<file path="src/sv/mevrb_pkg.sv">
// shared types and constants of the midi event retime and bank remap block
package mevrb_pkg;

  localparam int unsigned CHANNELS_DEF = 16;

  localparam int unsigned TICK_W     = 32;
  localparam int unsigned RES_W      = 16;
  localparam int unsigned PROD_W     = TICK_W + RES_W;
  localparam int unsigned CH_W       = 4;
  localparam int unsigned KIND_W     = 2;
  localparam int unsigned DATA_W     = 7;
  localparam int unsigned BANK_W     = 14;
  localparam int unsigned SHIFT_W    = 8;
  localparam int unsigned CFG_IDX_W  = 3;
  localparam int unsigned CFG_DATA_W = 32;
  localparam int unsigned DIV_CNT_W  = $clog2(PROD_W);

  localparam logic [BANK_W-1:0] BANK_MAX_MMA = 14'h3FFF;
  localparam logic [BANK_W-1:0] BANK_MAX_STD = 14'd127;
  localparam logic [BANK_W-1:0] BANK_HI_MASK = 14'h3F80;
  localparam logic [BANK_W-1:0] BANK_LO_MASK = 14'h007F;

  typedef enum logic [CFG_IDX_W-1:0] {
    CfgSrcRes,
    CfgTgtRes,
    CfgStartOffset,
    CfgBankShift,
    CfgMmaMode
  } cfg_reg_e;

  typedef enum logic [KIND_W-1:0] {
    KindMeta,
    KindOther,
    KindCoarse,
    KindFine
  } kind_e;

  typedef enum logic {
    OpEvent,
    OpEnd
  } op_e;

  // request into the divider
  typedef struct packed {
    logic               start;
    logic [PROD_W-1:0]  dividend;
    logic [RES_W-1:0]   divisor;
  } div_req_t;

  // response from the divider
  typedef struct packed {
    logic               done;
    logic [TICK_W-1:0]  quot;
  } div_rsp_t;

endpackage

</file>
<file path="src/sv/mevrb_div.sv">
// radix-2 restoring divider, one quotient bit per cycle
module mevrb_div (
  input  logic                clk_i,
  input  logic                rst_ni,
  input  mevrb_pkg::div_req_t req_i,
  output mevrb_pkg::div_rsp_t rsp_o
);

  logic                                busy_q;
  logic                                done_q;
  logic [mevrb_pkg::DIV_CNT_W-1:0]     cnt_q;
  logic [mevrb_pkg::PROD_W-1:0]        acc_q;
  logic [mevrb_pkg::RES_W-1:0]         rem_q;
  logic [mevrb_pkg::RES_W-1:0]         dvs_q;

  logic [mevrb_pkg::RES_W:0]           shifted;
  logic [mevrb_pkg::RES_W:0]           diff;
  logic                                ge;

  always_comb begin
    shifted = {rem_q, acc_q[mevrb_pkg::PROD_W-1]};
    ge      = shifted >= {1'b0, dvs_q};
    diff    = shifted - {1'b0, dvs_q};
  end

  always_ff @(posedge clk_i or negedge rst_ni) begin
    if (!rst_ni) begin
      busy_q <= 1'b0;
      done_q <= 1'b0;
      cnt_q  <= '0;
    end else begin
      done_q <= 1'b0;
      if (req_i.start) begin
        busy_q <= 1'b1;
        cnt_q  <= mevrb_pkg::DIV_CNT_W'(mevrb_pkg::PROD_W - 1);
      end else if (busy_q) begin
        if (cnt_q == '0) begin
          busy_q <= 1'b0;
          done_q <= 1'b1;
        end else begin
          cnt_q <= cnt_q - 1'b1;
        end
      end
    end
  end

  always_ff @(posedge clk_i) begin
    if (req_i.start) begin
      acc_q <= req_i.dividend;
      rem_q <= '0;
      dvs_q <= req_i.divisor;
    end else if (busy_q) begin
      // quotient bits shift in where dividend bits leave
      acc_q <= {acc_q[mevrb_pkg::PROD_W-2:0], ge};
      rem_q <= ge ? diff[mevrb_pkg::RES_W-1:0] : shifted[mevrb_pkg::RES_W-1:0];
    end
  end

  assign rsp_o.done = done_q;
  assign rsp_o.quot = acc_q[mevrb_pkg::TICK_W-1:0];

endmodule

</file>
<file path="src/sv/midi_event_retime_bank_remap_top.sv">
// top level of the midi event retime and bank remap block
// Takes one track event or end-of-track request at a time and is not ready while it works
// on it. A track event whose tick is rescaled passes through the 32x16 multiply, the
// radix-2 divider (one quotient bit per cycle over the 48-bit product), a handoff, the
// load of the output register and the return to idle; when the tick is kept as is the
// event goes straight to the output register load. An end-of-track request gives a
// single status result, or scans the channels and injects a coarse/fine pair for each
// used channel. Results wait in an output register, and a stalled output holds the
// sequencer. Configuration writes are always taken.
module midi_event_retime_bank_remap_top #(
  parameter int unsigned CHANNELS = mevrb_pkg::CHANNELS_DEF
) (
  input  logic                              clk_i,
  input  logic                              rst_ni,

  input  logic                              cfg_valid_i,
  output logic                              cfg_ready_o,
  input  logic [mevrb_pkg::CFG_IDX_W-1:0]   cfg_index_i,
  input  logic [mevrb_pkg::CFG_DATA_W-1:0]  cfg_data_i,

  input  logic                              in_valid_i,
  output logic                              in_ready_o,
  input  logic                              operation_i,
  input  logic [mevrb_pkg::TICK_W-1:0]      event_tick_i,
  input  logic [mevrb_pkg::CH_W-1:0]        event_channel_i,
  input  logic [mevrb_pkg::KIND_W-1:0]      event_kind_i,
  input  logic [mevrb_pkg::DATA_W-1:0]      data_value_i,

  output logic                              out_valid_o,
  input  logic                              out_ready_i,
  output logic [mevrb_pkg::TICK_W-1:0]      out_tick_o,
  output logic [mevrb_pkg::CH_W-1:0]        out_channel_o,
  output logic [mevrb_pkg::KIND_W-1:0]      out_kind_o,
  output logic [mevrb_pkg::DATA_W-1:0]      out_data_o,
  output logic                              injected_o,
  output logic                              error_o,
  output logic                              last_o
);

  localparam int unsigned IdxW = (CHANNELS > 1) ? $clog2(CHANNELS) : 1;

  typedef enum logic [2:0] {
    StIdle,
    StMul,
    StDiv,
    StEmitEv,
    StEot,
    StScan,
    StEmitHi,
    StEmitLo
  } state_e;

  // configuration registers
  logic [mevrb_pkg::RES_W-1:0]    src_res_q;
  logic [mevrb_pkg::RES_W-1:0]    tgt_res_q;
  logic [mevrb_pkg::TICK_W-1:0]   start_offset_q;
  logic [mevrb_pkg::SHIFT_W-1:0]  bank_shift_q;
  logic                           mma_mode_q;

  state_e                         state_q;
  logic [mevrb_pkg::TICK_W-1:0]   tick_q;
  logic [mevrb_pkg::TICK_W-1:0]   ret_q;
  logic [mevrb_pkg::CH_W-1:0]     ev_ch_q;
  mevrb_pkg::kind_e               ev_kind_q;
  logic [mevrb_pkg::DATA_W-1:0]   ev_dv_q;
  logic [mevrb_pkg::CH_W-1:0]     ch_cnt_q;

  logic [mevrb_pkg::BANK_W-1:0]   bank_q [CHANNELS];
  logic [CHANNELS-1:0]            used_q;
  logic                           ovf_seen_q;

  logic                           out_valid_q;
  logic [mevrb_pkg::TICK_W-1:0]   out_tick_q;
  logic [mevrb_pkg::CH_W-1:0]     out_channel_q;
  logic [mevrb_pkg::KIND_W-1:0]   out_kind_q;
  logic [mevrb_pkg::DATA_W-1:0]   out_data_q;
  logic                           injected_q;
  logic                           error_q;
  logic                           last_q;

  mevrb_pkg::div_req_t            div_req;
  mevrb_pkg::div_rsp_t            div_rsp;

  logic                           out_free;
  logic                           out_load;
  logic                           bypass;
  logic [mevrb_pkg::PROD_W-1:0]   prod;
  logic [IdxW-1:0]                ev_idx;
  logic [IdxW-1:0]                cnt_idx;
  logic                           tracked;
  logic                           is_coarse;
  logic                           is_bank;
  logic [mevrb_pkg::BANK_W-1:0]   old_bank;
  logic [mevrb_pkg::BANK_W-1:0]   new_bank;
  logic [mevrb_pkg::BANK_W:0]     remap_sum;
  logic                           remap_ovf;
  logic [mevrb_pkg::DATA_W-1:0]   remap_data;
  logic                           ev_ovf;
  logic [mevrb_pkg::DATA_W-1:0]   ev_data;
  logic                           eot_ovf;
  logic [mevrb_pkg::DATA_W-1:0]   eot_hi;
  logic [mevrb_pkg::DATA_W-1:0]   eot_lo;
  logic                           more_above;

  assign cfg_ready_o = 1'b1;

  always_ff @(posedge clk_i or negedge rst_ni) begin
    if (!rst_ni) begin
      src_res_q      <= 16'd48;
      tgt_res_q      <= 16'd48;
      start_offset_q <= '0;
      bank_shift_q   <= '0;
      mma_mode_q     <= 1'b0;
    end else if (cfg_valid_i) begin
      unique case (mevrb_pkg::cfg_reg_e'(cfg_index_i))
        mevrb_pkg::CfgSrcRes:      src_res_q      <= cfg_data_i[mevrb_pkg::RES_W-1:0];
        mevrb_pkg::CfgTgtRes:      tgt_res_q      <= cfg_data_i[mevrb_pkg::RES_W-1:0];
        mevrb_pkg::CfgStartOffset: start_offset_q <= cfg_data_i[mevrb_pkg::TICK_W-1:0];
        mevrb_pkg::CfgBankShift:   bank_shift_q   <= cfg_data_i[mevrb_pkg::SHIFT_W-1:0];
        mevrb_pkg::CfgMmaMode:     mma_mode_q     <= cfg_data_i[0];
        default: ;
      endcase
    end
  end

  // retiming datapath
  assign bypass = (src_res_q == '0) || (tgt_res_q == '0) || (src_res_q == tgt_res_q);
  assign prod   = mevrb_pkg::PROD_W'(tick_q) * mevrb_pkg::PROD_W'(tgt_res_q);

  assign div_req.start    = (state_q == StMul);
  assign div_req.dividend = prod + mevrb_pkg::PROD_W'(src_res_q >> 1);
  assign div_req.divisor  = src_res_q;

  mevrb_div u_div (
    .clk_i  (clk_i),
    .rst_ni (rst_ni),
    .req_i  (div_req),
    .rsp_o  (div_rsp)
  );

  assign out_free = !out_valid_q || out_ready_i;
  assign ev_idx   = ev_ch_q[IdxW-1:0];
  assign cnt_idx  = ch_cnt_q[IdxW-1:0];

  // output register takes a new result this cycle
  assign out_load = out_free && ((state_q == StEmitEv) || (state_q == StEmitHi) ||
                                 (state_q == StEmitLo) ||
                                 ((state_q == StEot) && (eot_ovf || (used_q == '0))));

  // bank update and remap of the held event
  always_comb begin
    tracked   = ({1'b0, ev_ch_q} < (mevrb_pkg::CH_W + 1)'(CHANNELS));
    is_coarse = (ev_kind_q == mevrb_pkg::KindCoarse);
    is_bank   = is_coarse || (ev_kind_q == mevrb_pkg::KindFine);
    old_bank  = tracked ? bank_q[ev_idx] : '0;
    if (mma_mode_q) begin
      new_bank = is_coarse ? {ev_dv_q, old_bank[6:0]}
                           : ((old_bank & mevrb_pkg::BANK_HI_MASK) | {7'b0, ev_dv_q});
    end else begin
      new_bank = is_coarse ? {7'b0, ev_dv_q} : old_bank;
    end
    remap_sum = {1'b0, new_bank} + (mevrb_pkg::BANK_W + 1)'(bank_shift_q);
    if (mma_mode_q) begin
      remap_ovf  = remap_sum > {1'b0, mevrb_pkg::BANK_MAX_MMA};
      remap_data = is_coarse ? remap_sum[13:7] : remap_sum[6:0];
    end else begin
      remap_ovf  = remap_sum > {1'b0, mevrb_pkg::BANK_MAX_STD};
      remap_data = is_coarse ? remap_sum[6:0] : '0;
    end
    ev_ovf = is_bank && remap_ovf;
    if (!is_bank) begin
      ev_data = '0;
    end else if (remap_ovf) begin
      ev_data = ev_dv_q;
    end else begin
      ev_data = remap_data;
    end
  end

  // injected bytes come from bank zero
  always_comb begin
    eot_ovf = !mma_mode_q && (bank_shift_q > 8'd127);
    if (mma_mode_q) begin
      eot_hi = {6'b0, bank_shift_q[7]};
      eot_lo = bank_shift_q[6:0] & mevrb_pkg::BANK_LO_MASK[6:0];
    end else begin
      eot_hi = bank_shift_q[6:0];
      eot_lo = '0;
    end
  end

  always_comb begin
    more_above = 1'b0;
    for (int i = 0; i < CHANNELS; i++) begin
      if (used_q[i] && (mevrb_pkg::CH_W'(i) > ch_cnt_q)) begin
        more_above = 1'b1;
      end
    end
  end

  always_ff @(posedge clk_i or negedge rst_ni) begin
    if (!rst_ni) begin
      state_q       <= StIdle;
      tick_q        <= '0;
      ret_q         <= '0;
      ev_ch_q       <= '0;
      ev_kind_q     <= mevrb_pkg::KindMeta;
      ev_dv_q       <= '0;
      ch_cnt_q      <= '0;
      used_q        <= '0;
      ovf_seen_q    <= 1'b0;
      for (int i = 0; i < CHANNELS; i++) begin
        bank_q[i] <= '0;
      end
      out_valid_q   <= 1'b0;
      out_tick_q    <= '0;
      out_channel_q <= '0;
      out_kind_q    <= '0;
      out_data_q    <= '0;
      injected_q    <= 1'b0;
      error_q       <= 1'b0;
      last_q        <= 1'b0;
    end else begin
      if (out_valid_q && out_ready_i && !out_load) begin
        out_valid_q <= 1'b0;
      end
      unique case (state_q)
        StIdle: begin
          if (in_valid_i) begin
            tick_q    <= event_tick_i;
            ret_q     <= event_tick_i;
            ev_ch_q   <= event_channel_i;
            ev_kind_q <= mevrb_pkg::kind_e'(event_kind_i);
            ev_dv_q   <= data_value_i;
            priority if (mevrb_pkg::op_e'(operation_i) == mevrb_pkg::OpEnd) begin
              state_q <= StEot;
            end else if (bypass) begin
              state_q <= StEmitEv;
            end else begin
              state_q <= StMul;
            end
          end
        end
        StMul: begin
          state_q <= StDiv;
        end
        StDiv: begin
          if (div_rsp.done) begin
            ret_q   <= div_rsp.quot;
            state_q <= StEmitEv;
          end
        end
        StEmitEv: begin
          if (out_free) begin
            out_valid_q   <= 1'b1;
            out_tick_q    <= ret_q + start_offset_q;
            out_channel_q <= ev_ch_q;
            out_kind_q    <= ev_kind_q;
            out_data_q    <= ev_data;
            injected_q    <= 1'b0;
            error_q       <= ovf_seen_q || ev_ovf;
            last_q        <= 1'b1;
            if (ev_ovf) begin
              ovf_seen_q <= 1'b1;
            end
            if (tracked) begin
              if (ev_kind_q != mevrb_pkg::KindMeta) begin
                used_q[ev_idx] <= 1'b1;
              end
              if (is_bank) begin
                bank_q[ev_idx] <= new_bank;
              end
            end
            state_q <= StIdle;
          end
        end
        StEot: begin
          priority if (eot_ovf || (used_q == '0)) begin
            // single status result, then clear
            if (out_free) begin
              out_valid_q   <= 1'b1;
              out_tick_q    <= start_offset_q;
              out_channel_q <= '0;
              out_kind_q    <= mevrb_pkg::KindMeta;
              out_data_q    <= '0;
              injected_q    <= 1'b0;
              error_q       <= ovf_seen_q || eot_ovf;
              last_q        <= 1'b1;
              used_q        <= '0;
              ovf_seen_q    <= 1'b0;
              for (int i = 0; i < CHANNELS; i++) begin
                bank_q[i] <= '0;
              end
              state_q <= StIdle;
            end
          end else begin
            ch_cnt_q <= '0;
            state_q  <= StScan;
          end
        end
        StScan: begin
          if (used_q[cnt_idx]) begin
            state_q <= StEmitHi;
          end else begin
            ch_cnt_q <= ch_cnt_q + 1'b1;
          end
        end
        StEmitHi: begin
          if (out_free) begin
            out_valid_q   <= 1'b1;
            out_tick_q    <= start_offset_q;
            out_channel_q <= ch_cnt_q;
            out_kind_q    <= mevrb_pkg::KindCoarse;
            out_data_q    <= eot_hi;
            injected_q    <= 1'b1;
            error_q       <= ovf_seen_q;
            last_q        <= 1'b0;
            state_q       <= StEmitLo;
          end
        end
        StEmitLo: begin
          if (out_free) begin
            out_valid_q   <= 1'b1;
            out_tick_q    <= start_offset_q;
            out_channel_q <= ch_cnt_q;
            out_kind_q    <= mevrb_pkg::KindFine;
            out_data_q    <= eot_lo;
            injected_q    <= 1'b1;
            error_q       <= ovf_seen_q;
            last_q        <= !more_above;
            if (more_above) begin
              ch_cnt_q <= ch_cnt_q + 1'b1;
              state_q  <= StScan;
            end else begin
              used_q     <= '0;
              ovf_seen_q <= 1'b0;
              for (int i = 0; i < CHANNELS; i++) begin
                bank_q[i] <= '0;
              end
              state_q <= StIdle;
            end
          end
        end
      endcase
    end
  end

  assign in_ready_o    = (state_q == StIdle);
  assign out_valid_o   = out_valid_q;
  assign out_tick_o    = out_tick_q;
  assign out_channel_o = out_channel_q;
  assign out_kind_o    = out_kind_q;
  assign out_data_o    = out_data_q;
  assign injected_o    = injected_q;
  assign error_o       = error_q;
  assign last_o        = last_q;

  // divider only finishes while the sequencer waits for it
  a_div_done_in_div: assert property (@(posedge clk_i) disable iff (!rst_ni)
    div_rsp.done |-> (state_q == StDiv))
    else $error("divider finished outside of the divide wait");

  // channel scan never runs past the tracked channels
  a_scan_in_range: assert property (@(posedge clk_i) disable iff (!rst_ni)
    (state_q == StScan) |-> ({1'b0, ch_cnt_q} < (mevrb_pkg::CH_W + 1)'(CHANNELS)))
    else $error("channel scan beyond tracked channels");

  // the final injected pair clears the per-track state
  a_clear_after_last: assert property (@(posedge clk_i) disable iff (!rst_ni)
    (state_q == StEmitLo && out_free && !more_above) |=>
      (used_q == '0 && !ovf_seen_q))
    else $error("track state not cleared after end of track");

endmodule

</file>
<file path="config.mk">
export PLATFORM = sky130hd
export DESIGN_NAME = midi_event_retime_bank_remap_top
export DESIGN_NICKNAME = d
export VERILOG_FILES = /design/src/sv/mevrb_pkg.sv /design/src/sv/mevrb_div.sv /design/src/sv/midi_event_retime_bank_remap_top.sv
export SDC_FILE = /design/constraint.sdc
export NUM_CORES = 2
export LEC_CHECK = 0
export BUFFER_PORTS_ARGS = -buffer_cell sky130_fd_sc_hd__buf_2
export CAP_MARGIN = 30
export CORE_MARGIN = 4
export CORE_UTILIZATION = 39
export DETAILED_ROUTE_END_ITERATION = 6
export PLACE_DENSITY_LB_ADDON = 0.25
export SLEW_MARGIN = 20
export SYNTH_ARGS = -nofsm -noshare
export SYNTH_HDL_FRONTEND = slang
export SYNTH_SLANG_ARGS = --single-unit
</file>
<file path="constraint.sdc">
create_clock -name clk_i -period 8.4 [get_ports clk_i]
set_clock_uncertainty 0.15 [all_clocks]
set_input_delay 1.26 -clock clk_i [delete_from_list [all_inputs] [get_ports clk_i]]
set_output_delay 1.26 -clock clk_i [all_outputs]
set_load 0.05 [all_outputs]
</file>
# After elaboration in Yosys (flattened, before gate mapping)
# Cells that the tools add are included.
[classes]
n_addsub = 6
reduce_logical = 71
eq_ne = 31
mux = 127
shift = 0
n_div = 0
magnitude_cmp = 25
multipliers = 1
bitwise_logic = 3
[ops]
columns = ["op", "n"]
rows = [
  ["224-bit two-way mux", 6],
  ["224-bit one-hot mux with 3 select lines", 1],
  ["224-bit bitwise mux", 1],
  ["32-bit two-way mux", 5],
  ["16-bit two-way mux", 7],
  ["48-bit two-way mux", 2],
  ["32-bit one-hot mux with 3 select lines", 1],
  ["14-bit two-way mux", 6],
  ["7-bit two-way mux", 12],
  ["32-bit one-hot mux with 2 select lines", 1],
  ["14-bit binary-select mux with 4-bit select", 1],
  ["14-bit demux with 4-bit select", 1],
  ["48-bit by 15-bit adder with 48-bit output", 1],
  ["16-bit zero test", 3],
  ["32-bit by 16-bit multiplier with 48-bit output", 1],
  ["16-bit one-hot mux with 3 select lines", 1],
  ["1-bit two-way mux", 44],
  ["32-bit adder", 1],
  ["4-bit > comparator (first input constant)", 8],
  ["4-bit two-way mux", 8],
  ["7-bit one-hot mux with 4 select lines", 1],
  ["3-bit two-way mux", 9],
  ["2-bit != test (second input constant)", 13],
  ["1-bit logical AND", 24],
  ["49 further kinds", 106],
]
[totals]
input_bits = 86
latch_bits = 0
ramBits = 0
wordCells = 308
ff_bits = 535
out_inout_bits = 51
mem_count = 0
mem_bits_ro = 0

# Longest topological paths before layout
[depth]
ltp_word = 21
ltp_mapped = 27

# By module
# Synthesis repeated with hierarchy kept, for this count alone.
[unflattened]
cells_unflattened = 4281
hier_area_um2 = 43793.3
[by_module_without_submodules]
columns = ["module", "instances", "cells_per_inst", "area_per_inst_um2"]
rows = [
  ["midi_event_retime_bank_remap_top", 1, 3862, 38948.6],
  ["mevrb_div", 1, 419, 4844.6],
]

# Least setup slack after synthesis
# No wires, ideal clock.
[synth_timing]
kind = "register to register"
from = "register tgt_res_q[5] (netlist name)"
to = "register u_div.acc_q[46] (netlist name) (data pin)"
setup_ps = 270
synth_period_minus_slack_ps = 7006
stages_incl_launch_ff = 25
n_path_buf = 2
path_slack_ps = 1394
arrival_ps = 6586
cell_sequence = "dfstp_2 clkbuf_1 clkbuf_1 and2_1 fa_1 inv_1 fa_1 fa_1 inv_1 fa_1 fa_1 inv_1 fa_1 inv_1 ha_1 o21ai_0 o2bb2ai_1 a211oi_1 a311o_1 a21oi_1 or3_1 o41ai_1 a21boi_0 xor2_1 o21ai_0"
[synth_between]
elab_chain_cells = 3
[synth_rtl]
columns = ["element", "line", "text"]
rows = [
  ["from (decl)", "midi_event_retime_bank_remap_top.sv:55", "logic [mevrb_pkg::RES_W-1:0] tgt_res_q;"],
  ["from (signal assigned)", "midi_event_retime_bank_remap_top.sv:117", "mevrb_pkg::CfgTgtRes: tgt_res_q <= cfg_data_i[mevrb_pkg::RES_W-1:0];"],
  ["32-bit by 16-bit multiplier with 48-bit output", "midi_event_retime_bank_remap_top.sv:128", "assign prod = mevrb_pkg::PROD_W'(tick_q) * mevrb_pkg::PROD_W'(tgt_res_q);"],
  ["48-bit by 15-bit adder with 48-bit output", "midi_event_retime_bank_remap_top.sv:131", "assign div_req.dividend = prod + mevrb_pkg::PROD_W'(src_res_q >> 1);"],
  ["48-bit two-way mux", "mevrb_div.sv:48", "if (req_i.start) begin"],
  ["to (signal assigned)", "mevrb_div.sv:49", "acc_q <= req_i.dividend;"],
  ["to (signal assigned)", "mevrb_div.sv:54", "acc_q <= {acc_q[mevrb_pkg::PROD_W-2:0], ge};"],
  ["to (decl)", "mevrb_div.sv:12", "logic [mevrb_pkg::PROD_W-1:0] acc_q;"],
]
# Every way passes these cells.
# A chain may end at the register's enable or synchronous reset.

# Worst setup path after layout
[layout_timing]
from = "register tgt_res_q[1] (netlist name)"
to = "register u_div.acc_q[45] (netlist name) (data pin)"
# The elaborated chain is that of the path after synthesis.

==> impl_results.md <==
- FF-to-FF End: u_div.acc_q[45]$_DFFE_PP_
- Area contributors post-synth: dfrtp_1 (26%), fa_1 (20%), ha_1 (5.7%)
- Pwr/cell area: 138 nW/um^2
- Switching Share: 0.278
- Routed len/inst: 21.8 um
- Antenna Nets Post-Route: 0
- # port buffers: 135
- Number of global-route vias before repair: 32600
- Global-route wire length before repair: 200 mm
- Hold buffers post-CTS: 0
- Startpoint Class: flip-flop
- Asr flop ratio synth: 0.850
- Number of synthesized flops with an enable pin: 64
- First-pass detailed-route iteration total: 5
- Mapped cell area: 43300 um^2
- VDD IR max: 0.000127 V
- CP Capture Type: flip-flop
- Placer Congestion: 0.894
- Number of setup buffers added after CTS: 0
- DRC errors left: 0
- Vias: 32100
- Row Count: 121
- Hold worst-path end: u_div.rem_q[15]$_SDFFE_PP0P_
- Internal: 4.80 mW
- Count leader, synth: inv_1
- NumNets Final: 5104
- Cts repair resizes: 0
- Grt ovf: 0
- P_sw: 1.85 mW
- Clock transition at path regs: 0.06 ns
- Proportion of layout cells with a drive suffix above 1: 0.122
- Antenna violations before repair: 12
- DP HPWL: 97.4 mm
- Max-slew violation count: 0
- Die X: 341 um
- Status: complete, no violations
- Worst reg2reg path depth: 20
- Max Fclk: 124 MHz
- Core area: 110000 um^2
- Fillers: 10600
- Leakage: 22.8 nW
- Crit Path Category: reg -> reg
- Height of the die: 341 um
- Die Footprint: 116000 um^2
- Min-Delay Path Class: reg -> reg
- # clock sinks: 535
- Synth area leader: dfrtp_1
- Synthesis-to-layout area growth: 11.1%
- Crit path launch: tgt_res_q[1]$_DFFE_PN0P_
- Max-cap violation count: 0
- Seq/Total Area, Yosys: 0.315
- Area of the multi-input gates: 26500 um^2
- Iteration-0 DRC Markers: 2618
- Cells after synthesis: 4327
- Final Setup Violations: 0
- Io pins: 137
- Avg Vias per Cell: 5.43
- Total track usage: 0.222
- Drt total wl: 129 mm
- Reg area: 13600 um^2
- R2r startpoint: tgt_res_q[1]$_DFFE_PN0P_
- CTS Buffer Depth: 3
- Combinational Power Share: 0.111
- Hold path depth: 2
- Largest net degree at the start of global routing: 158
- Synthesis Warnings: 0
- Synth Register Bits: 535
- Crit path DAT: 8.22 ns
- Clock Latency Late Sink: 0.64 ns
- Clock share of power: 0.458
- Final period utilization: 0.959
- Beginning of the worst hold path: u_div.rem_q[15]$_SDFFE_PP0P_
- Clk root buf: clkbuf_16
- Num CTS Buffers: 67
- H-tree depth: 3
- CTS tree: done
- Tmin final: 8.06 ns
- Commonest cells post-synth: inv_1 (611), nand2_1 (520), dfrtp_1 (451)
- Fin Setup TNS: 0 ns
- Setup slack, reg-to-reg: 0.34 ns
- Worst Tran Pin Value: 1.02 ns
- Mapped Nets: 5048
- Reg power frac: 0.431
- Mean Syn Cell Area: 10.0 um^2
- Starting Density: 0.395
- Top_reg_cell synth: dfrtp_1
- CP Max Fanout: 22
- Synth unique cells: 86
- Post-Layout Cell Count: 5914
- Worst slew margin: 0.312
- Hold Fails Final Rpt: 0
- Dpl cells: 5787
- Required time of the critical path: 8.56 ns
- RSZ-0062 raised after global routing: false
- Share of the synthesized area in the top cell type: 0.261
-- through the flow --
stage / setup slack, ns / hold slack [ns] / utilization / instance area [um^2] / total power [mW]
CTS: 0.492 / 0.315 / 0.438 / 48000 / 6.70
floorplan: 1.39 / 0.276 / - / 43300 / 3.28
finish: 0.341 / 0.312 / 0.439 / 48100 / 6.65
global placement: 0.619 / 0.293 / 0.417 / 45700 / 3.62
detailed placement: 0.547 / 0.301 / 0.417 / 45700 / 3.63
global route: 0.0197 / 0.342 / 0.439 / 48100 / 6.89
-- flip-flops by register name, indices dropped and copies added (netlist names), 6 cells and up --
name	count
bank_shift_q	8
start_offset_q	32
ev_dv_q	7
u_div.acc_q	48
u_div.dvs_q	16
u_div.cnt_q	6
u_div.rem_q	16
out_data_o	7
src_res_q	16
out_tick_o	32
tgt_res_q	16
tick_q	32
ret_q	32
used_q	16
bank_q	224
-- power groups by stage --
stage                     Sequential, mW  Clock (mW)  Combinational, mW
after CTS                           2.87        3.11              0.721
after detailed placement            2.92           0              0.717
final                               2.87        3.05              0.735
after global routing                2.88        3.20              0.810
after global placement              2.91           0              0.713
after floorplan                     2.79           0              0.488
-- cell usage in the layout, fill, tap and decap left out, types with 37 or more instances in the layout --
master     netlist  routed
ha_1           199     199
nand3_1         37      37
o2bb2ai_1      140     140
buf_4            2      93
and2_1         232     231
mux2i_1         85      85
a21o_1          49      49
xor2_1          57      57
mux4_2          58      58
fa_1           436     436
nand2_1        520     519
clkbuf_16        0      70
inv_1          611     610
a21oi_1        153     152
a22o_1          91      91
dfrtp_1        451     449
edfxtp_1        64      64
nor3_1          42      41
xnor2_1         46      46
o21ai_0        205     205
nor2_1         167     164
buf_2            7     135
mux2_2         105     105
-- layer usage --
layer	wire length (um)	global-route usage	vias up
li1	-	-	14500
met1	57000	0.319	16400
met2	56900	0.337	1067
met3	10100	0.0463	201
met4	4700	0.0736	0
met5	0	0	-
-- layout make-up --
type,instances,area share
flip-flops and latches,535,0.284
multi-input cells,2929,0.550
clock buffers,98,0.0411
repair buffers,235,0.0313
diodes,2,0.000104
inverters,615,0.0480
clock inverters,24,0.00741
well taps,1476,0.0384
-- critical path, stage by stage, from the launching register on --
cell	delay, ns
dfrtp_1	0.94
buf_4	0.33
nand2_1	0.09
fa_1	0.47
fa_1	0.39
fa_1	0.49
inv_1	0.05
ha_1	0.31
fa_1	0.54
inv_1	0.06
fa_1	0.52
inv_1	0.04
ha_1	0.35
a2111oi_0	0.90
a211oi_1	0.37
o21ai_0	0.40
and3_1	0.37
o31ai_1	0.18
o41ai_1	0.38
mux2i_1	0.25
o311ai_0	0.16
-- logic make-up (layout without fill, tap and decap cells) --
kind of cell | Yosys count | after routing | share of synthesized area
other | 1 | 3 | 0.0000866
AOI/OAI and AO/OA | 797 | 797 | 0.126
muxes | 252 | 252 | 0.0789
buffers and inverters | 863 | 972 | 0.0762
and+or+nand+nor | 1141 | 1141 | 0.124
xor gates and xnor gates | 103 | 103 | 0.0208
DFF | 535 | 535 | 0.315
adders and majority gates | 635 | 635 | 0.259
-- how the worst max path moves through the flow --
stage | to | slack, ns | cells past startpoint
final | u_div.acc_q[45]$_DFFE_PP_ | 0.34 | 20
after CTS | u_div.acc_q[46]$_DFFE_PP_ | 0.49 | 21
after global placement | u_div.acc_q[45]$_DFFE_PP_ | 0.62 | 20
after detailed placement | u_div.acc_q[46]$_DFFE_PP_ | 0.55 | 21
after global routing | u_div.acc_q[46]$_DFFE_PP_ | 0.02 | 21
after floorplan | u_div.acc_q[46]$_DFFE_PP_ | 1.39 | 24
Power figures use the tool's default switching activity.
